--- src/sv/kea_pkg.sv ---
// Shared types, number-format constants and the arctangent table for the Kepler solver.
// No dependencies; every other file refers to this package by scoped names.
package kea_pkg;

  localparam int FRACTION_BITS  = 60;
  localparam int MAX_ITERATIONS = 16;
  localparam int CORDIC_STEPS   = 62;
  localparam int LIMIT_W        = 41;
  localparam int ECC_W          = 61;
  localparam int CFG_IDX_W      = 1;
  localparam int IT_W           = $clog2(MAX_ITERATIONS + 1);
  localparam int STEP_W         = $clog2(CORDIC_STEPS);
  localparam int DIV_W          = 64 + FRACTION_BITS;
  localparam int DIV_CNT_W      = $clog2(DIV_W);

  localparam logic [CFG_IDX_W-1:0] REG_CORR_LIMIT  = CFG_IDX_W'(0);
  localparam logic [CFG_IDX_W-1:0] REG_RESID_LIMIT = CFG_IDX_W'(1);

  localparam logic [LIMIT_W-1:0] CORR_LIMIT_RST  = LIMIT_W'(115292);
  localparam logic [LIMIT_W-1:0] RESID_LIMIT_RST = LIMIT_W'(1152922);

  localparam logic [63:0] PI_Q62 = 64'hC90F_DAA2_2168_C235;
  localparam logic signed [63:0] GAIN_Q62 = 64'sd2800459870029452954;

  localparam logic signed [63:0] ONE_F = 64'sd1 <<< FRACTION_BITS;
  localparam logic signed [63:0] PI_F =
    $signed((PI_Q62 + (64'd1 << (61 - FRACTION_BITS))) >> (62 - FRACTION_BITS));
  localparam logic signed [63:0] TWO_PI_F  = PI_F <<< 1;
  localparam logic signed [63:0] HALF_PI_F = PI_F >>> 1;
  localparam logic [63:0] ECC_08_F = ((64'd1 << (FRACTION_BITS + 2)) + 64'd2) / 64'd5;

  typedef enum logic [2:0] {
    ST_OK       = 3'd0,
    ST_BAD_ECC  = 3'd1,
    ST_DEN      = 3'd2,
    ST_RESID    = 3'd3,
    ST_NO_CONV  = 3'd4
  } status_e;

  typedef logic signed [63:0] atan_tab_t [CORDIC_STEPS];

  // arctan(2^-i) in Q1.62 from the alternating power series
  function automatic atan_tab_t build_atan();
    atan_tab_t t;
    logic signed [63:0] sum;
    logic [63:0] term;
    int sh;
    t[0] = $signed(PI_Q62 >> 2);
    for (int i = 1; i < CORDIC_STEPS; i++) begin
      sum = '0;
      for (int k = 0; 62 - i * (2 * k + 1) >= 0; k++) begin
        sh   = 62 - i * (2 * k + 1);
        term = (64'd1 << sh) / 64'(2 * k + 1);
        sum  = (k % 2 == 1) ? sum - $signed(term) : sum + $signed(term);
      end
      t[i] = sum;
    end
    return t;
  endfunction

  localparam atan_tab_t ATAN = build_atan();

  // true when a 66-bit signed value fits in 64 bits
  function automatic logic fits64(input logic signed [65:0] v);
    return (v[65:63] == 3'b000) || (v[65:63] == 3'b111);
  endfunction

  function automatic logic [63:0] mag64(input logic signed [63:0] v);
    return v[63] ? 64'(-v) : 64'(v);
  endfunction

endpackage

--- src/sv/kea_mul.sv ---
// Sequential e * s multiplier: four 32x32 partial products, result shifted right by 62.
// Depends on kea_pkg (widths, magnitude helper).
module kea_mul (
  input  logic                           clk_i,
  input  logic                           rst_ni,
  input  logic                           start_i,
  input  logic [kea_pkg::ECC_W-1:0]      a_i,
  input  logic signed [63:0]             s_i,
  output logic                           done_o,
  output logic signed [63:0]             p_o
);

  logic [63:0] a_q, b_q, pp_q;
  logic [127:0] acc_q, pp_w;
  logic [1:0] wt_q;
  logic [2:0] cnt_q;
  logic neg_q, busy_q, done_q;
  logic [31:0] ah, bh;
  logic [63:0] r;

  always_comb begin
    ah = cnt_q[1] ? a_q[63:32] : a_q[31:0];
    bh = cnt_q[0] ? b_q[63:32] : b_q[31:0];
    case (wt_q)
      2'd0:    pp_w = {64'd0, pp_q};
      2'd1:    pp_w = {32'd0, pp_q, 32'd0};
      default: pp_w = {pp_q, 64'd0};
    endcase
    r = acc_q[125:62];
  end

  always_ff @(posedge clk_i or negedge rst_ni) begin
    if (!rst_ni) begin
      busy_q <= 1'b0;
      done_q <= 1'b0;
      cnt_q  <= '0;
    end else begin
      done_q <= 1'b0;
      if (start_i) begin
        a_q    <= 64'(a_i);
        b_q    <= kea_pkg::mag64(s_i);
        neg_q  <= s_i[63];
        acc_q  <= '0;
        cnt_q  <= '0;
        busy_q <= 1'b1;
      end else if (busy_q) begin
        if (cnt_q != 3'd4) begin
          pp_q <= ah * bh;
          wt_q <= {1'b0, cnt_q[1]} + {1'b0, cnt_q[0]};
        end
        if (cnt_q != 3'd0) acc_q <= acc_q + pp_w;
        if (cnt_q == 3'd4) begin
          busy_q <= 1'b0;
          done_q <= 1'b1;
        end
        cnt_q <= cnt_q + 3'd1;
      end
    end
  end

  assign done_o = done_q;
  assign p_o    = neg_q ? -$signed(r) : $signed(r);

endmodule

--- config.mk ---
export PLATFORM = sky130hd
export DESIGN_NAME = kea_mul
export DESIGN_NICKNAME = d
export VERILOG_FILES = /design/src/sv/kea_pkg.sv /design/src/sv/kea_mul.sv
export SDC_FILE = /design/constraint.sdc
export NUM_CORES = 2
export LEC_CHECK = 0
export BUFFER_PORTS_ARGS = -buffer_cell sky130_fd_sc_hd__buf_4
export CELL_PAD_IN_SITES_DETAIL_PLACEMENT = 0
export CELL_PAD_IN_SITES_GLOBAL_PLACEMENT = 1
export CORE_ASPECT_RATIO = 2
export CORE_MARGIN = 2
export CORE_UTILIZATION = 46
export CTS_BUF_LIST = sky130_fd_sc_hd__clkbuf_4
export DETAILED_ROUTE_END_ITERATION = 8
export PLACE_DENSITY = 0.79
export SLEW_MARGIN = 0
export SYNTH_ARGS = -nofsm -noshare
export SYNTH_HDL_FRONTEND = slang
export SYNTH_SLANG_ARGS = --single-unit
export TNS_END_PERCENT = 100
--- constraint.sdc ---
create_clock -name clk_i -period 8.95 [get_ports clk_i]
set_input_delay 1.3425 -clock clk_i [delete_from_list [all_inputs] [get_ports clk_i]]
set_output_delay 1.3425 -clock clk_i [all_outputs]
set_load 0.01 [all_outputs]
==> results.yml <==
sta:
  hold_slack_ns: 0.281
  finalCriticalPeriod_ns: 8.78
  relSlewSlack_pct: 29.4
  timing.fmax_mhz: 114
  drv_slew: 0
  post-route-period-util_pct: 98.0
  setup_viol: 0
  worst_pin_slew_ns: 1.05
  finClkSkew_ns: 0.132
  finalHoldViolCount: 0
placed_design:
  gp_congestion: 1.00
  dp.cells: 8054
  hpwl_mm: 170
  port_buffers: 192
global_routing:
  gr-usage-met2_pct: 55.3
  grt_antenna_before_repair: 5
  grt_util_all_layers_pct: 33.3
  grtUsageMet3_pct: 4.80
  first_global_vias: 48800
  met1_usage_pct: 41.7
  busiest_layer: "met2"
  grt-ovfl-total: 0
  grt_pass1_wl_mm: 307
  grt_max_degree: 100
floorplanning:
  io_pins: 193
  die_area_um2: 125000
  die_y_um: 498
  die_w_um: 251
  coreArea_um2: 121000
  start_util_pct: 46.2
  fp-row-count: 181
synth:
  syn-num-nets: 7717
  synth_top_cell_by_area: "fa_1"
  synth_cell_types: 72
  synth_ff_type: "edfxtp_1"
  yosys_warnings: 0
  seq_area_frac_synth_pct: 17.3
  synthTopCellsByArea: "fa_1 (32%), edfxtp_1 (17%), ha_1 (8.8%), inv_1 (6.1%), nand2_1 (5.7%)"
  ys_ff_latch: 323
  synth.avg_cell_area_um2: 8.89
  ys_top_cells_by_count: "inv_1 (913), fa_1 (897), nand2_1 (846), nor2_1 (747), ha_1 (392)"
  syn_inst: 6300
  synth_top_area_share_pct: 32.1
  synth_most_common_cell: "inv_1"
  synth_area_um2: 56000
  synth_async_sr_flop_share_pct: 1.55
  synth_edf_count: 318
clocking:
  cts_htree_levels: 3
  root_buffer: "clkbuf_4"
  clk_pin_slew_worst_paths_ns: 0.07
  cts.sinks: 323
  cts_tree: "built"
  numCtsBuffers: 84
  clk_path_buf_depth: 3
  clk_latency_ns: 1.09
critical_path:
  start_kind: "flip-flop"
  timing.critical_path.arrival_ns: 9.52
  crit_slowest_cell: "fa_1"
  cp-end-kind: "flip-flop"
  crit_type: "flip-flop to flip-flop"
  cpMostUsedCell: "fa_1"
  critPathMaxStageDelay_ns: 0.62
  required_ns: 9.70
  reg2reg_depth: 28
  path_max_fanout: 11
route:
  first_pass_iters: 7
  drc_errors: 0
  antenna_left: 0
  vias_per_cell: 5.74
  drt_iter0_drc: 4010
  wl_mm: 207
  vias: 47200
  post_drt_wl_per_cell_um: 25.2
final_layout:
  final_cells: 8225
  drive_above_1_share_pct: 12.4
  nets: 8014
  fillers: 11300
  fin_util_pct: 52.2
  area_delta_synth_final_pct: 12.8
run:
  maxCapViolCount: 0
outcome:
  status: "completed"
hold_path:
  hp-class: "primary input to asynchronous set/reset pin"
==> worst max-delay path, delay by kind of cell, from the launching register on <==
family	cells	cell delay [ns]
compound gates	10	2.17
flops	1	0.55
mux	1	0.27
buf+inv	6	0.75
xor+xnor	1	0.14
fa+ha+maj	9	4.52
simple gates	1	0.09
==> final timing paths <==
kind	from	endpoint	slack (ns)
worst max-delay path	cnt_q[1]	pp_q[60]	0.17
worst min-delay path	rst_ni	done_o	0.28
worst max register to register	cnt_q[1]	pp_q[60]	0.17
worst min register to register	acc_q[39]	acc_q[39]	0.58
max in group asynchronous	rst_ni	cnt_q[0]	7.63
min in group clk_i	a_i[30]	a_q[30]	0.48
==> registers in the layout, summed over array words and instances (netlist names) <==
register / cells
acc_q: 126
b_q: 64
pp_q: 64
a_q: 61
cnt_q: 3
wt_q: 2
busy_q: 1
done_o: 1
neg_q: 1
==> placed cells by master, fill, tap and decap left out, types with 110 or more instances in the layout <==
cell type / count
inv_1: 913
a21oi_1: 335
edfxtp_1: 318
a21o_1: 110
buf_4: 469
o21ai_0: 255
xnor2_1: 239
nand2_1: 844
nor2_1: 746
clkbuf_4: 113
fa_1: 891
ha_1: 390
==> layout make-up <==
type	count	area [um2]	area share (%)
multi-input cells	4737	42200	66.8
clock buffers	113	848	1.34
well taps	1555	1950	3.08
clock inverters	41	282	0.445
inverters	914	3430	5.43
diodes	5	12.5	0.0198
flip-flops and latches	323	9680	15.3
repair buffers	537	4810	7.61
==> layer usage <==
metal | up-vias | wire length, um
li1 | 21000 | -
met5 | - | 14
met3 | 518 | 14200
met1 | 23800 | 80500
met2 | 1873 | 99500
met4 | 2 | 13100
==> timing repair <==
item / in CTS / in global routing
cloned: 0 / 4
resized for setup: 8 / 56
hold buffers: 0 / 0
pin swaps: 2 / 7
buffers inserted: 0 / 8
setup endpoints to repair: 4 / 11
==> kinds of logic after synthesis <==
kind of cell	share of synthesized area [%]
AOI/OAI and AO/OA	10.8
xor gates and xnor gates	4.60
adders and majority gates	40.8
buffers and inverters	8.32
DFF	17.3
muxes	2.85
and+or+nand+nor	15.4
==> through the flow <==
stage | TNS [ns] | instance area (um2) | setup slack, ns
after global routing | -0.0234 | 63200 | -0.0234
after floorplan | 0 | 56000 | 0.00343
after global placement | -0.203 | 61600 | -0.150
after detailed placement | -0.411 | 61600 | -0.214
final | 0 | 63200 | 0.175
after CTS | 0 | 62800 | 0.00122
Power is not shown: default switching activity piles up to over one toggle a cycle in this logic, so the estimate is an artifact.
