--- src/sv/kea_pkg.sv ---
// Shared types, number-format constants and the arctangent table for the Kepler solver.
// No dependencies; every other file refers to this package by scoped names.
package kea_pkg;

  localparam int FRACTION_BITS  = 60;
  localparam int MAX_ITERATIONS = 16;
  localparam int CORDIC_STEPS   = 62;
  localparam int LIMIT_W        = 41;
  localparam int ECC_W          = 61;
  localparam int CFG_IDX_W      = 1;
  localparam int IT_W           = $clog2(MAX_ITERATIONS + 1);
  localparam int STEP_W         = $clog2(CORDIC_STEPS);
  localparam int DIV_W          = 64 + FRACTION_BITS;
  localparam int DIV_CNT_W      = $clog2(DIV_W);

  localparam logic [CFG_IDX_W-1:0] REG_CORR_LIMIT  = CFG_IDX_W'(0);
  localparam logic [CFG_IDX_W-1:0] REG_RESID_LIMIT = CFG_IDX_W'(1);

  localparam logic [LIMIT_W-1:0] CORR_LIMIT_RST  = LIMIT_W'(115292);
  localparam logic [LIMIT_W-1:0] RESID_LIMIT_RST = LIMIT_W'(1152922);

  localparam logic [63:0] PI_Q62 = 64'hC90F_DAA2_2168_C235;
  localparam logic signed [63:0] GAIN_Q62 = 64'sd2800459870029452954;

  localparam logic signed [63:0] ONE_F = 64'sd1 <<< FRACTION_BITS;
  localparam logic signed [63:0] PI_F =
    $signed((PI_Q62 + (64'd1 << (61 - FRACTION_BITS))) >> (62 - FRACTION_BITS));
  localparam logic signed [63:0] TWO_PI_F  = PI_F <<< 1;
  localparam logic signed [63:0] HALF_PI_F = PI_F >>> 1;
  localparam logic [63:0] ECC_08_F = ((64'd1 << (FRACTION_BITS + 2)) + 64'd2) / 64'd5;

  typedef enum logic [2:0] {
    ST_OK       = 3'd0,
    ST_BAD_ECC  = 3'd1,
    ST_DEN      = 3'd2,
    ST_RESID    = 3'd3,
    ST_NO_CONV  = 3'd4
  } status_e;

  typedef logic signed [63:0] atan_tab_t [CORDIC_STEPS];

  // arctan(2^-i) in Q1.62 from the alternating power series
  function automatic atan_tab_t build_atan();
    atan_tab_t t;
    logic signed [63:0] sum;
    logic [63:0] term;
    int sh;
    t[0] = $signed(PI_Q62 >> 2);
    for (int i = 1; i < CORDIC_STEPS; i++) begin
      sum = '0;
      for (int k = 0; 62 - i * (2 * k + 1) >= 0; k++) begin
        sh   = 62 - i * (2 * k + 1);
        term = (64'd1 << sh) / 64'(2 * k + 1);
        sum  = (k % 2 == 1) ? sum - $signed(term) : sum + $signed(term);
      end
      t[i] = sum;
    end
    return t;
  endfunction

  localparam atan_tab_t ATAN = build_atan();

  // true when a 66-bit signed value fits in 64 bits
  function automatic logic fits64(input logic signed [65:0] v);
    return (v[65:63] == 3'b000) || (v[65:63] == 3'b111);
  endfunction

  function automatic logic [63:0] mag64(input logic signed [63:0] v);
    return v[63] ? 64'(-v) : 64'(v);
  endfunction

endpackage

--- src/sv/kea_cordic.sv ---
// Iterative rotation-mode CORDIC: sine and cosine in Q1.62 of a Q3.60 angle.
// Depends on kea_pkg (format constants, arctangent table).
module kea_cordic (
  input  logic               clk_i,
  input  logic               rst_ni,
  input  logic               start_i,
  input  logic signed [63:0] angle_i,
  output logic               done_o,
  output logic signed [63:0] sin_o,
  output logic signed [63:0] cos_o
);

  localparam int STEP_W_L = kea_pkg::STEP_W;

  typedef enum logic [2:0] {C_IDLE, C_MOD, C_WRAP, C_FOLD, C_ROT, C_FIN} cstate_e;

  cstate_e state_q;
  logic [63:0] rem_q;
  logic neg_q, flip_q, done_q;
  logic signed [63:0] r_q, x_q, y_q, z_q, sin_q, cos_q;
  logic [STEP_W_L-1:0] i_q;

  logic signed [63:0] ysh, xsh, x_n, y_n, z_n, rf;
  logic fold_hi, fold_lo;

  always_comb begin
    ysh = y_q >>> i_q;
    xsh = x_q >>> i_q;
    if (!z_q[63]) begin
      x_n = x_q - ysh;
      y_n = y_q + xsh;
      z_n = z_q - kea_pkg::ATAN[i_q];
    end else begin
      x_n = x_q + ysh;
      y_n = y_q - xsh;
      z_n = z_q + kea_pkg::ATAN[i_q];
    end
    fold_hi = r_q > kea_pkg::HALF_PI_F;
    fold_lo = r_q < -kea_pkg::HALF_PI_F;
    if (fold_hi)      rf = r_q - kea_pkg::PI_F;
    else if (fold_lo) rf = r_q + kea_pkg::PI_F;
    else              rf = r_q;
  end

  always_ff @(posedge clk_i or negedge rst_ni) begin
    if (!rst_ni) begin
      state_q <= C_IDLE;
      done_q  <= 1'b0;
    end else begin
      done_q <= 1'b0;
      case (state_q)
        C_IDLE: begin
          if (start_i) begin
            rem_q   <= kea_pkg::mag64(angle_i);
            neg_q   <= angle_i[63];
            state_q <= C_MOD;
          end
        end
        C_MOD: begin
          if (rem_q >= 64'(kea_pkg::TWO_PI_F)) begin
            rem_q <= rem_q - 64'(kea_pkg::TWO_PI_F);
          end else begin
            r_q     <= neg_q ? -$signed(rem_q) : $signed(rem_q);
            state_q <= C_WRAP;
          end
        end
        C_WRAP: begin
          if (r_q > kea_pkg::PI_F)       r_q <= r_q - kea_pkg::TWO_PI_F;
          else if (r_q < -kea_pkg::PI_F) r_q <= r_q + kea_pkg::TWO_PI_F;
          state_q <= C_FOLD;
        end
        C_FOLD: begin
          flip_q  <= fold_hi || fold_lo;
          z_q     <= rf <<< (62 - kea_pkg::FRACTION_BITS);
          x_q     <= kea_pkg::GAIN_Q62;
          y_q     <= '0;
          i_q     <= '0;
          state_q <= C_ROT;
        end
        C_ROT: begin
          x_q <= x_n;
          y_q <= y_n;
          z_q <= z_n;
          i_q <= i_q + 1'b1;
          if (i_q == STEP_W_L'(kea_pkg::CORDIC_STEPS - 1)) state_q <= C_FIN;
        end
        C_FIN: begin
          sin_q   <= flip_q ? -y_q : y_q;
          cos_q   <= flip_q ? -x_q : x_q;
          done_q  <= 1'b1;
          state_q <= C_IDLE;
        end
        default: state_q <= C_IDLE;
      endcase
    end
  end

  assign done_o = done_q;
  assign sin_o  = sin_q;
  assign cos_o  = cos_q;

endmodule

--- config.mk ---
export PLATFORM = sky130hd
export DESIGN_NAME = kea_cordic
export DESIGN_NICKNAME = d
export VERILOG_FILES = /design/src/sv/kea_pkg.sv /design/src/sv/kea_cordic.sv
export SDC_FILE = /design/constraint.sdc
export NUM_CORES = 2
export LEC_CHECK = 0
export BUFFER_PORTS_ARGS = -buffer_cell sky130_fd_sc_hd__buf_2
export CAP_MARGIN = 20
export CORE_MARGIN = 10
export CORE_UTILIZATION = 35
export CTS_CLUSTER_DIAMETER = 150
export DETAILED_ROUTE_END_ITERATION = 7
export MAX_ROUTING_LAYER = met4
export PLACE_DENSITY_LB_ADDON = 0.05
export SYNTH_ARGS = -nofsm -noshare
export SYNTH_HDL_FRONTEND = slang
export SYNTH_SLANG_ARGS = --single-unit
--- constraint.sdc ---
create_clock -name clk_i -period 30.9 [get_ports clk_i]
set_input_delay 6.18 -clock clk_i [delete_from_list [all_inputs] [get_ports clk_i]]
set_output_delay 6.18 -clock clk_i [all_outputs]
set_load 0.03 [all_outputs]
==> out/metrics.yaml <==
grt_setup_unrepaired: "false"
cell_area_after_synthesis_sq_mm: 0.05775
place_worst_setup_slack_ps: 20320
yosys.area_share.xor_xnor_pct: 11.42
remaining_drc_errors: 0
hold_violations: 0
placement.io_buffers: 195
ys_types: 107
worst_hold_path_type: "flip-flop to flip-flop"
achievable-frequency_ghz: 0.09557
met3_usage_pct: 4.195
clock_sinks: 460
ys_warn_count: 0
globalRoute.busiestLayer: "met2"
final_max_slew_viol_count: 0
initial_utilization_pct: 35.12
finalSetupViolCount: 0
timing.critical_path.fanout_max: 127
die_y_um: 426.2
timing.setup.critical_path_class: "flip-flop to flip-flop"
max-slew-margin-rel_pct: 11.60
finalCriticalPeriod_ps: 10460
cp.required_ps: 31290
syn-num-nets: 7286
worst_hold_slack_ps: 604.6
fin_crit_sh_pct: 33.86
drt_iter0_markers: 5338
worstSetupStartpointType: "flip-flop"
design_power_total_mw: 5.741
die_width_um: 426.2
place_inst: 8908
globalRouteTotalUtil_pct: 27.89
ys_ff_latch: 460
cts-resized-gates: 0
clock_pin_transition_on_the_worst_setup_and_hold_timing_paths_ps: 60
actual_slew_at_the_worst_max_slew_pin_ps: 1326
number_of_global_route_vias_before_repair: 54440
cp.arrival_ps: 10850
synthMuxAreaShare_pct: 11.14
grt_first_pass_wirelength_um: 373500
fillerInstances: 17250
layout.cells.most_common: "nand2_1"
post_cts_hold_buffer_count: 0
antenna_found_initial: 7
power.density_cell_area_mw_per_mm2: 92.05
gr-usage-met1_pct: 32.81
p_leak_nw: 22.79
run_status: "finished, final reports clean"
cap_viol_max_count: 0
seq_area_frac_synth_pct: 23.88
final_core_area_utilization_pct: 37.93
simple_logic_cell_fraction_of_the_synthesized_area_pct: 18.15
synthesized_area_fraction_occupied_by_ao_oa_aoi_and_oai_cells_pct: 24.20
detailroute.via_count: 55890
dp_hpwl_um: 196300
place_congestion: 1.054
post_drt_wl_per_cell_um: 28.36
postRouteAntennaNets: 0
use_met2_pct: 45.37
placement.cell_area_sq_mm: 0.06027
placement_rows: 149
detail_route.first_pass.iterations: 6
netlist_instances: 6931
syn_to_final_growth_pct: 7.981
synthDominantCellAreaShare_pct: 23.71
grt_max_degree: 128
clk_root_buffer_cell: "clkbuf_16"
post-route-worst-setup-slack_ps: 20440
total_wirelength_of_the_detailed_routed_design_um: 256100
drive_above_1_share_pct: 11.32
drt-vias-per-instance: 6.191
cts_made_buffers: 66
avgSynthCellArea_sq_um: 8.333
h-tree-depth: 3
fp.dieArea_sq_mm: 0.1817
grt_overflow_total: 0
totalNegativeSetupSlack_ps: 0
finish.net_count: 7144
vdd_drop_max_mv: 0.04546
post_layout_nonfiller_instances: 9028
post_synth_fa_ha_maj_area_fraction_pct: 6.326
post-route-cell-area_sq_mm: 0.06236
io_pins: 196
worst_skew_pair.late_latency_ps: 710
synth_top_cells_by_area: "edfxtp_1 (24%), xnor2_1 (7.5%), mux4_2 (6.4%)"
tritoncts: "built"
most_used_cells_in_the_layout_excluding_fill_and_tap_cells: "nand2_1 (675), nor2_1 (585), a21oi_1 (556), o21ai_0 (494), xnor2_1 (494)"
synth_top_family_by_area: "compound AO/OA/AOI/OAI gates"
cts_max_path_buffers: 3
final.setup_skew_ps: 49.23
core_area_sq_mm: 0.1644
timing.critical_path.to_type: "flip-flop"
post_cts.repair.setup_buffers: 0
dominantRegCellSynth: "edfxtp_1"
ys_async_sr_fraction_pct: 0.8696
post-synth-top-area-cell: "edfxtp_1"
number_of_synthesized_flops_with_an_enable_pin: 456
registers in the layout, summed over array words and instances, names as in the netlist:
name,count
cos_o,64
done_o,1
flip_q,1
i_q,6
neg_q,1
r_q,64
rem_q,64
sin_o,64
state_q,3
x_q,64
y_q,64
z_q,64
cell type report:
cell class / instances / area, sq um / share of cell area [%]
antenna: 3 / 7.507 / 0.01204
clock buffer: 75 / 1707 / 2.737
clock inverter: 40 / 342.8 / 0.5497
inverter: 136 / 515.5 / 0.8266
multi-input combinational: 5801 / 41210 / 66.07
sequential: 460 / 13790 / 22.12
tap: 2189 / 2739 / 4.392
timing repair buffer: 324 / 2052 / 3.290
synthesized netlist by cell type, types with 94 or more instances:
cell type  count
edfxtp_1     456
xor2_1       259
mux2i_1      172
mux4_2       163
ha_1         284
nand3_1      121
a21o_1       180
inv_1        131
clkbuf_1     362
o21ai_0      495
a31oi_1      109
nand2_1      676
or3_1         94
nor3_1       123
a21oi_1      556
nor2_1       589
o31ai_1      119
xnor2_1      494
worst paths after layout:
kind                        start         end  slack [ps]  cells past startpoint
max                        i_q[3]     y_q[61]       20440                     25
min                        x_q[0]    cos_o[0]         600                      0
max reg2reg                i_q[3]     y_q[61]       20440                     25
min reg2reg                x_q[0]    cos_o[0]         600                      0
max in group asynchronous  rst_ni  state_q[0]       25130                      1
min in group asynchronous  rst_ni      done_o        5450                      1
layer usage:
metal	share of wire, %	vias to the layer above
met5	0	-
met4	6.9	0
met3	6.3	680
met2	47	2300
met1	40	27200
li1	-	25710
logic make-up after synthesis:
logic type,after synthesis
mux,421
compound gates,2161
fa+ha+maj,290
simple gates,2176
buf+inv,670
xor+xnor,753
flops,460
critical path: stages (launching register included):
cell and delay [ps]:
edfxtp_1 840, buf_4 590, buf_12 500, mux4_2 460, a222oi_1 920, mux2i_1 250, o21ai_0 860, nor2_1 110
a221o_1 340, nor4b_2 530, and3_1 370, and2_1 250, a21oi_1 100, xor2_1 170, ha_1 410, and3_1 250
nand2_1 90, nor4_1 240, a21oi_1 170, a31oi_1 670, a31oi_1 300, o41ai_1 600, a21oi_1 250, o41ai_1 470
xnor2_1 160, nor2_1 50
power by group:
| part | total (mW) | switching (mW) | internal, mW |
|---|---|---|---|
| Sequential | 1.14 | 0.232 | 0.909 |
| Clock | 0.757 | 0.326 | 0.431 |
| Combinational | 3.84 | 2.41 | 1.43 |
No activity file was read; power rests on OpenSTA's default activity.
