===== src/sv/kea_pkg.sv =====
// Shared types, number-format constants and the arctangent table for the Kepler solver.
// No dependencies; every other file refers to this package by scoped names.
package kea_pkg;

  localparam int FRACTION_BITS  = 60;
  localparam int MAX_ITERATIONS = 16;
  localparam int CORDIC_STEPS   = 62;
  localparam int LIMIT_W        = 41;
  localparam int ECC_W          = 61;
  localparam int CFG_IDX_W      = 1;
  localparam int IT_W           = $clog2(MAX_ITERATIONS + 1);
  localparam int STEP_W         = $clog2(CORDIC_STEPS);
  localparam int DIV_W          = 64 + FRACTION_BITS;
  localparam int DIV_CNT_W      = $clog2(DIV_W);

  localparam logic [CFG_IDX_W-1:0] REG_CORR_LIMIT  = CFG_IDX_W'(0);
  localparam logic [CFG_IDX_W-1:0] REG_RESID_LIMIT = CFG_IDX_W'(1);

  localparam logic [LIMIT_W-1:0] CORR_LIMIT_RST  = LIMIT_W'(115292);
  localparam logic [LIMIT_W-1:0] RESID_LIMIT_RST = LIMIT_W'(1152922);

  localparam logic [63:0] PI_Q62 = 64'hC90F_DAA2_2168_C235;
  localparam logic signed [63:0] GAIN_Q62 = 64'sd2800459870029452954;

  localparam logic signed [63:0] ONE_F = 64'sd1 <<< FRACTION_BITS;
  localparam logic signed [63:0] PI_F =
    $signed((PI_Q62 + (64'd1 << (61 - FRACTION_BITS))) >> (62 - FRACTION_BITS));
  localparam logic signed [63:0] TWO_PI_F  = PI_F <<< 1;
  localparam logic signed [63:0] HALF_PI_F = PI_F >>> 1;
  localparam logic [63:0] ECC_08_F = ((64'd1 << (FRACTION_BITS + 2)) + 64'd2) / 64'd5;

  typedef enum logic [2:0] {
    ST_OK       = 3'd0,
    ST_BAD_ECC  = 3'd1,
    ST_DEN      = 3'd2,
    ST_RESID    = 3'd3,
    ST_NO_CONV  = 3'd4
  } status_e;

  typedef logic signed [63:0] atan_tab_t [CORDIC_STEPS];

  // arctan(2^-i) in Q1.62 from the alternating power series
  function automatic atan_tab_t build_atan();
    atan_tab_t t;
    logic signed [63:0] sum;
    logic [63:0] term;
    int sh;
    t[0] = $signed(PI_Q62 >> 2);
    for (int i = 1; i < CORDIC_STEPS; i++) begin
      sum = '0;
      for (int k = 0; 62 - i * (2 * k + 1) >= 0; k++) begin
        sh   = 62 - i * (2 * k + 1);
        term = (64'd1 << sh) / 64'(2 * k + 1);
        sum  = (k % 2 == 1) ? sum - $signed(term) : sum + $signed(term);
      end
      t[i] = sum;
    end
    return t;
  endfunction

  localparam atan_tab_t ATAN = build_atan();

  // true when a 66-bit signed value fits in 64 bits
  function automatic logic fits64(input logic signed [65:0] v);
    return (v[65:63] == 3'b000) || (v[65:63] == 3'b111);
  endfunction

  function automatic logic [63:0] mag64(input logic signed [63:0] v);
    return v[63] ? 64'(-v) : 64'(v);
  endfunction

endpackage


===== src/sv/kea_div.sv =====
// Restoring divider: num * 2^F / den, one quotient bit per cycle, with overflow flag.
// Depends on kea_pkg (widths, magnitude helper).
module kea_div (
  input  logic               clk_i,
  input  logic               rst_ni,
  input  logic               start_i,
  input  logic signed [63:0] num_i,
  input  logic signed [63:0] den_i,
  output logic               done_o,
  output logic               ovf_o,
  output logic signed [63:0] quo_o
);

  localparam int W  = kea_pkg::DIV_W;
  localparam int CW = kea_pkg::DIV_CNT_W;

  logic [W-1:0] dvd_q, q_q;
  logic [63:0] rem_q, d_q;
  logic [CW-1:0] cnt_q;
  logic neg_q, busy_q, done_q;
  logic [64:0] rem_sh, rem_sub;
  logic ge;

  always_comb begin
    rem_sh  = {rem_q, dvd_q[W-1]};
    rem_sub = rem_sh - {1'b0, d_q};
    ge      = rem_sh >= {1'b0, d_q};
  end

  always_ff @(posedge clk_i or negedge rst_ni) begin
    if (!rst_ni) begin
      busy_q <= 1'b0;
      done_q <= 1'b0;
    end else begin
      done_q <= 1'b0;
      if (start_i) begin
        dvd_q  <= W'(kea_pkg::mag64(num_i)) << kea_pkg::FRACTION_BITS;
        d_q    <= 64'(den_i);
        neg_q  <= num_i[63];
        q_q    <= '0;
        rem_q  <= '0;
        cnt_q  <= '0;
        busy_q <= 1'b1;
      end else if (busy_q) begin
        rem_q <= ge ? rem_sub[63:0] : rem_sh[63:0];
        q_q   <= {q_q[W-2:0], ge};
        dvd_q <= dvd_q << 1;
        cnt_q <= cnt_q + 1'b1;
        if (cnt_q == CW'(W - 1)) begin
          busy_q <= 1'b0;
          done_q <= 1'b1;
        end
      end
    end
  end

  assign done_o = done_q;
  assign ovf_o  = |q_q[W-1:63];
  assign quo_o  = neg_q ? -$signed(q_q[63:0]) : $signed(q_q[63:0]);

endmodule


===== config.mk =====
export PLATFORM = sky130hd
export DESIGN_NAME = kea_div
export DESIGN_NICKNAME = d
export VERILOG_FILES = /design/src/sv/kea_pkg.sv /design/src/sv/kea_div.sv
export SDC_FILE = /design/constraint.sdc
export NUM_CORES = 1
export LEC_CHECK = 0
export BUFFER_PORTS_ARGS = -buffer_cell sky130_fd_sc_hd__buf_4
export CAP_MARGIN = 30
export CORE_UTILIZATION = 65
export DETAILED_ROUTE_END_ITERATION = 16
export GPL_TIMING_DRIVEN = 0
export PLACE_DENSITY = 0.94
export SETUP_SLACK_MARGIN = 0.4
export SLEW_MARGIN = 20
export SYNTH_ARGS = -nofsm -noshare
export SYNTH_HDL_FRONTEND = slang
export SYNTH_SLANG_ARGS = --single-unit
export TNS_END_PERCENT = 50

===== constraint.sdc =====
create_clock -name clk_i -period 8.5 [get_ports clk_i]
set_input_delay 1.7 -clock clk_i [delete_from_list [all_inputs] [get_ports clk_i]]
set_output_delay 1.7 -clock clk_i [all_outputs]
set_load 0.01 [all_outputs]

==> results of run 1 <==
## synth_stat cells (3+ instances only)
library cell  count
edfxtp_1        384
nor2_1          287
nand2_1         273
mux2i_1         187
o21ai_0         150
clkbuf_1        110
xnor2_1         106
a21oi_1          97
inv_1            91
xor2_1           73
ha_1             67
a311oi_1         40
o31ai_1          39
nand3_1          28
or3_1            28
nor3_1           27
nand4_1          26
nor4_1           26
o21bai_1         25
a21o_1           21
buf_1            21
and3_1           18
o41ai_1          18
nand2b_1         15
or4_1            15
a211oi_1         14
o211ai_1         12
a31oi_1          10
nor2b_1           9
o21a_1            9
or2_2             8
a22o_1            6
a2111oi_0         5
and2_1            5
o21ai_1           5
o22ai_1           5
or4_4             4
a221o_1           3
a221oi_1          3
a32oi_1           3
a41oi_1           3
o2111ai_1         3
o221ai_1          3
## sequential cells by signal, indices dropped and copies added, names as in the netlist
signal,cells
busy_q,1
d_q,64
dvd_q,124
neg_q,1
q_q,124
done_o,1
rem_q,64
cnt_q,7
## routing by layer
layer | share of wire (%) | global-route usage (%)
met1 | 38 | 44.20
met2 | 49 | 59.73
met3 | 8.3 | 4.970
met4 | 4.9 | 17.64
met5 | 0 | 0
## cells in the final DEF (no fill, tap or decap), types with 9 or more instances in the layout
| master | netlist | final |
|---|---|---|
| a21oi_1 | 97 | 97 |
| o31ai_1 | 39 | 39 |
| nand4_1 | 26 | 26 |
| or3_1 | 28 | 28 |
| a21o_1 | 21 | 21 |
| clkbuf_16 | 0 | 40 |
| nand2b_1 | 15 | 15 |
| inv_1 | 91 | 91 |
| mux2i_1 | 187 | 187 |
| or4_1 | 15 | 15 |
| nor3_1 | 27 | 27 |
| a31oi_1 | 10 | 10 |
| nand2_1 | 273 | 273 |
| nand3_1 | 28 | 28 |
| edfxtp_1 | 384 | 384 |
| buf_1 | 21 | 21 |
| clkinv_1 | 1 | 11 |
| clkbuf_1 | 110 | 114 |
| o21a_1 | 9 | 9 |
| buf_4 | 1 | 196 |
| o211ai_1 | 12 | 12 |
| a311oi_1 | 40 | 40 |
| and3_1 | 18 | 18 |
| xnor2_1 | 106 | 106 |
| o41ai_1 | 18 | 17 |
| ha_1 | 67 | 67 |
| nor4_1 | 26 | 26 |
| o21ai_0 | 150 | 150 |
| nor2_1 | 287 | 287 |
| o21bai_1 | 25 | 25 |
| xor2_1 | 73 | 73 |
| a211oi_1 | 14 | 14 |
## layout make-up
class	instances	area, µm²
Clock inverter	26	239.0
Sequential cell	386	11580
Timing Repair Buffer	202	1614
Tap cell	461	576.8
Inverter	92	345.3
Multi-Input combinational cell	1703	10980
Buffer	132	499.2
Clock buffer	44	1016
Fill cell	2174	8636
## cell families after synthesis
kind of cell	Yosys count	synth area share, %
AOI/OAI and AO/OA	488	13.52
muxes	189	8.101
DFF	386	49.53
buffers and inverters	224	3.612
adders and majority gates	68	3.671
xor gates and xnor gates	179	6.704
and+or+nand+nor	779	14.87
## through the flow
step	setup slack [ns]	std cells
finish	1.489	3046
global route	1.147	3046
CTS	1.568	3045
detailed placement	2.219	2975
global placement	0.09278	2970
floorplan	2.955	2313
## worst paths after layout
path	depth (start not counted)	from	end
min in group asynchronous	1	rst_ni	done_o
setup / recovery	12	q_q[11]	quo_o[61]
hold reg to reg	2	dvd_q[108]	dvd_q[109]
setup reg to reg	15	rem_q[2]	rem_q[21]
max in group asynchronous	1	rst_ni	busy_q
hold / removal	2	dvd_q[108]	dvd_q[109]
## critical path, stage by stage (launching register included)
cell and delay [ns]:
edfxtp_1 0.46, or4_1 0.64, nor4_1 0.65, nand2_1 0.12, or3_1 0.44, or4_1 0.43
clkbuf_1 0.21, or4_1 0.54, nor4_1 0.45, nand2_1 0.16, o41ai_1 0.33, xnor2_1 0.18
buf_4 0.15
## power by group
part	total (mW)	switching (mW)	internal [mW]	leakage, nW
sequential	2.42	0.125	2.29	3.88
clock	1.74	0.757	0.985	0.617
combinational	1.34	0.810	0.526	6.94
total	5.50	1.69	3.81	11.4
==> summary.md, run 1 <==
| Metric | Value |
|---|---|
| Status | `completed` |
| Slew headroom | `36.07%` |
| Post-synth EDFFs | `384` |
| Final instance area | `26850 µm²` |
| Sum Neg Setup Slack | `0 ns` |
| Share of the synthesized area in the top cell type | `49.31%` |
| Critical path class | `flop to output pin` |
| Final WL | `65.03 mm` |
| Post-DP HPWL | `45.25 mm` |
| Max Cap Viol | `0` |
| Worst vdd ir | `0.2308 mV` |
| CP endpoint kind | `output pin` |
| Hold WS | `0.5274 ns` |
| Worst EP required | `6.80 ns` |
| Nets@finish | `2756` |
| RSZ-0062 raised after global routing | `no` |
| Total power | `5.496 mW` |
| Gr usage total | `35.25%` |
| Die Ht | `191.7 µm` |
| Post_cts resized | `0` |
| Starting Density | `65.90%` |
| Tmin final | `7.011 ns` |
| Share of cells above drive strength 1 | `11.10%` |
| Maximum clock frequency | `142.6 MHz` |
| Instance count of the mapped netlist | `2313` |
| Ports | `197` |
| Post-route antenna net violation count | `0` |
| Final worst path period share | `82.49%` |
| Root Buffer | `clkbuf_16` |
| Static leakage | `11.44 nW` |
| Syn. warnings | `0` |
| Synthesized area | `23380 µm²` |
| Global-route wire length before repair | `101.5 mm` |
| R2R setup slack | `3.29 ns` |
| Vias in the first global route | `19390` |
| P per Cell Area | `204.7 nW/µm²` |
| GRT Residual Overflow | `0` |
| I/O Buffers | `196` |
| Post-synth ARST share | `0.5181%` |
| H-tree Lvls | `2` |
| DR vias | `19850` |
| Avg WL per Cell | `21.35 µm` |
| Post-synth net total | `2512` |
| Core area | `35480 µm²` |
| Final Util | `75.66%` |
| Initial antenna violation count | `1` |
| Worst-path fanout max | `7` |
| Leading area contributor after synthesis | `edfxtp_1` |
| Max Clock Skew | `0.01535 ns` |
| Num CTS Buffers | `40` |
| Routability Congestion | `0.9687` |
| Worst Hold Class | `flop to flop` |
| Endpoints failing hold | `0` |
| Slew Viols, Final | `0` |
| Post-route DRC | `0` |
| Worst skew pair latency | `0.56 ns` |
| Yosys reg bits | `386` |
| Post-synth cell types | `67` |
| Syn avg cell area | `10.11 µm²` |
| Finish-stage setup viols | `0` |
| N_diodes | `0` |
| Placed Area | `25580 µm²` |
| Clock Pin Slew Worst Setup and Hold Paths | `0.07 ns` |
| Initial detailed-routing violation count | `2299` |
| Dominant synthesized flop cell | `edfxtp_1` |
| CTS Sinks | `386` |
| Layout area overhead | `14.81%` |
| Worst Tran Pin Value | `0.9532 ns` |
| Register area share after synthesis | `49.53%` |
| CP arrival | `5.31 ns` |
| Die width | `191.7 µm` |
| Largest net degree at the start of global routing | `100` |
| Clock buffer depth | `3` |
| DR pass1 iterations | `12` |
| Via density per instance | `6.517` |
| Top cells by area, synth | `edfxtp_1, mux2i_1, nor2_1` |
| CTS tree | `built` |
| Row cnt | `69` |
| Post-CTS Hold Buffers | `0` |
| Worst setup SP type | `flop` |
| Post-CTS Setup Inserts | `0` |
| DIE AREA | `36740 µm²` |
(Power assumes the default switching activity.)
==> run 2, diff against run 1 <==
--- a/config.mk
+++ b/config.mk
@@ -5,12 +5,13 @@
 export SDC_FILE = /design/constraint.sdc
 export NUM_CORES = 1
 export LEC_CHECK = 0
+export ABC_AREA = 1
 export BUFFER_PORTS_ARGS = -buffer_cell sky130_fd_sc_hd__buf_4
 export CAP_MARGIN = 30
-export CORE_UTILIZATION = 65
+export CORE_UTILIZATION = 62
 export DETAILED_ROUTE_END_ITERATION = 16
 export GPL_TIMING_DRIVEN = 0
-export PLACE_DENSITY = 0.94
+export PLACE_DENSITY = 0.9
 export SETUP_SLACK_MARGIN = 0.4
 export SLEW_MARGIN = 20
 export SYNTH_ARGS = -nofsm -noshare
==> constraint.sdc (replaced) <==
create_clock -name clk_i -period 6.8 [get_ports clk_i]
set_input_delay 1.36 -clock clk_i [delete_from_list [all_inputs] [get_ports clk_i]]
set_output_delay 1.36 -clock clk_i [all_outputs]
set_load 0.01 [all_outputs]
==> run 2 against run 1 <==
Synthesized area rose by 13%. Sequential share of layout area shrank 4.6 points. Hold slack worse by 0.012 ns. Sequential power rose by 24%. Critical path depth grew 1. Utilization down 4.1 points. Global-route usage increased by 1.4 points. Critical path type unchanged. Highest routed layer unchanged. Synthesized cell count grew 54%. Largest power group unchanged. Register-to-register slack gained 0.31 ns. Via count increased by 28%. Critical endpoint is now quo_o[34].
==> summary.md, run 2 <==
| Metric | Value |
|---|---|
| Leading area contributor after synthesis | `edfxtp_1` |
| Slew Viols, Final | `0` |
| Worst-path fanout max | `6` |
| RSZ-0062 raised after global routing | `no` |
| Instance count of the mapped netlist | `3561` |
| Share of the synthesized area in the top cell type | `43.64%` |
| Syn. warnings | `0` |
| Most frequent cell after synthesis | `nand2_1` |
| Post_cts resized | `0` |
| Share of cells above drive strength 1 | `9.074%` |
| Place WS | `2.861 ns` |
| I/O Buffers | `195` |
| Fill cells | `3312` |
| Row cnt | `75` |
| Finish-stage setup viols | `0` |
| HP Start | `dvd_q[110]` |
| Tmin final | `4.763 ns` |
| Post-synth net total | `3760` |
| Max Cap Viol | `0` |
| Post-route antenna net violation count | `0` |
| Gr usage total | `36.61%` |
| Worst vdd ir | `0.2517 mV` |
| Nets@finish | `4002` |
| Vias in the first global route | `24090` |
| Core area | `41950 µm²` |
| Num CTS Buffers | `40` |
| Total power | `7.554 mW` |
| Maximum clock frequency | `210.0 MHz` |
| GRT Residual Overflow | `0` |
| Worst skew pair latency | `0.61 ns` |
| Global-route wire length before repair | `124.9 mm` |
| Placed cell count | `4300` |
| Via density per instance | `5.793` |
| Syn avg cell area | `7.419 µm²` |
| Worst setup SP type | `flop` |
| Static leakage | `14.06 nW` |
| Worst Tran Pin Value | `0.9212 ns` |
| Post-synth cell types | `49` |
| Worst EP required | `5.44 ns` |
| Dominant synthesized flop cell | `edfxtp_1` |
| Top cells by count, synth | `nand2_1, inv_1, edfxtp_1, nor2_1, nand3_1` |
| Final WL | `79.93 mm` |
| Slew headroom | `38.59%` |
| Top cells by area, synth | `edfxtp_1, nand2_1, inv_1` |
| Post-route DRC | `0` |
| Final worst path period share | `70.04%` |
| CP endpoint kind | `output pin` |
| P per Cell Area | `251.5 nW/µm²` |
| CTS tree | `built` |
| Initial antenna violation count | `0` |
| Cells on Worst Hold Path | `2` |
| Post-synth EDFFs | `384` |
| CTS Sinks | `386` |
| Synthesized area | `26420 µm²` |
| CP arrival | `3.40 ns` |
| Yosys reg bits | `386` |
| Worst Hold Class | `flop to flop` |
| Post-CTS Setup Inserts | `0` |
| Max Clock Skew | `0.03951 ns` |
| Worst R2R Start | `d_q[36]` |
| Routability Congestion | `1.024` |
| DIE AREA | `43440 µm²` |
| Post-synth ARST share | `0.5181%` |
| Commonest cells after routing, fill and taps aside | `nand2_1, inv_1, edfxtp_1, nor2_1, nand3_1` |
| Most common cell after layout, fill and taps aside | `nand2_1` |
| Initial detailed-routing violation count | `2877` |
| Ports | `197` |
| Largest net degree at the start of global routing | `106` |
| Reg2Reg Capture Point | `rem_q[24]` |
| Critical path class | `flop to output pin` |
| DR pass1 iterations | `6` |
| Starting Density | `62.99%` |
| Finished Layout Cells | `4375` |
| Avg WL per Cell | `18.27 µm` |
| Layout area overhead | `13.67%` |
| Die width | `208.4 µm` |
| R2R depth | `15` |
| Register area share after synthesis | `43.83%` |
| DR vias | `25340` |
| Die Ht | `208.4 µm` |
| Clock buffer depth | `3` |
| R2R setup slack | `3.60 ns` |
| Clock Pin Slew Worst Setup and Hold Paths | `0.06 ns` |
| Root Buffer | `clkbuf_16` |
| Endpoints failing hold | `0` |
| Post-CTS Hold Buffers | `0` |
| Hold Crit Endpoint | `dvd_q[111]` |
| H-tree Lvls | `2` |
| Sum Neg Setup Slack | `0 ns` |
| Status | `completed` |
| Regs by FF count | `dvd_q x124, q_q x124` |
| Setup ws final | `2.037 ns` |
| Post-DP HPWL | `60.21 mm` |
| Hold WS | `0.5153 ns` |
run 2: worst max-delay path, stage by stage (launching register included):
cell and delay [ns]:
edfxtp_1 0.44, inv_1 0.19, ha_1 0.21, inv_1 0.08
nor3_4 0.25, nand2_2 0.14, nor2_2 0.14, nand2_1 0.15
nor2_1 0.11, nand3_1 0.11, o21ai_0 0.31, o21ai_0 0.24
xor2_1 0.28, buf_4 0.17
run 2: report_power, final:
part / total [mW] / internal, mW / switching (mW)
clock network: 2.26 / 1.27 / 0.985
logic: 2.30 / 0.783 / 1.52
registers: 2.99 / 2.88 / 0.110
run 2: metal layers:
layer,vias up,global-route usage [%],routed length [µm],part of all wire [%]
met5,-,0,0,0
met4,0,16.88,3706,4.6
met3,266,4.287,7075,8.9
met2,1388,60.37,37200,47
met1,11600,48.45,31940,40
li1,12090,-,-,-
run 2: how the worst max path moves through the flow:
stage / start / endpoint / slack [ns] / depth (start not counted)
global route: q_q[0] / quo_o[54] / 1.88 / 16
floorplan: start_i / dvd_q[100] / 1.79 / 4
global placement: rst_ni / dvd_q[102] / -1.50 / 3
finish: q_q[0] / quo_o[34] / 2.04 / 13
CTS: q_q[0] / quo_o[46] / 2.15 / 14
detailed placement: q_q[0] / quo_o[46] / 2.86 / 14
run 2: cell families (layout without fill, tap and decap cells):
kind of cell	count (synthesis)	after routing	share of synthesized area (%)
other	0	1	0
adders and majority gates	68	68	3.249
DFF	386	386	43.83
AOI/OAI and AO/OA	461	461	9.945
xor gates and xnor gates	91	91	3.017
buffers and inverters	807	1081	11.76
and+or+nand+nor	1748	1748	28.19
run 2: area by class of cell:
class	instances	area [µm²]	share of cell area [%]
Inverter	702	2638	8.783
Clock buffer	51	1062	3.537
Buffer	105	473.0	1.575
Multi-Input combinational cell	2368	11740	39.09
Timing Repair Buffer	200	1594	5.308
Sequential cell	386	11580	38.56
Clock inverter	23	267.8	0.8916
Tap cell	539	674.4	2.246
Antenna cell	1	2.502	0.008333
run 2: metrics by stage:
step,instance area [µm²],utilization (%)
final,30030,71.59
after global routing,30030,71.59
after CTS,30030,71.59
after detailed placement,28700,68.42
after global placement,28560,68.08
after floorplan,26420,-
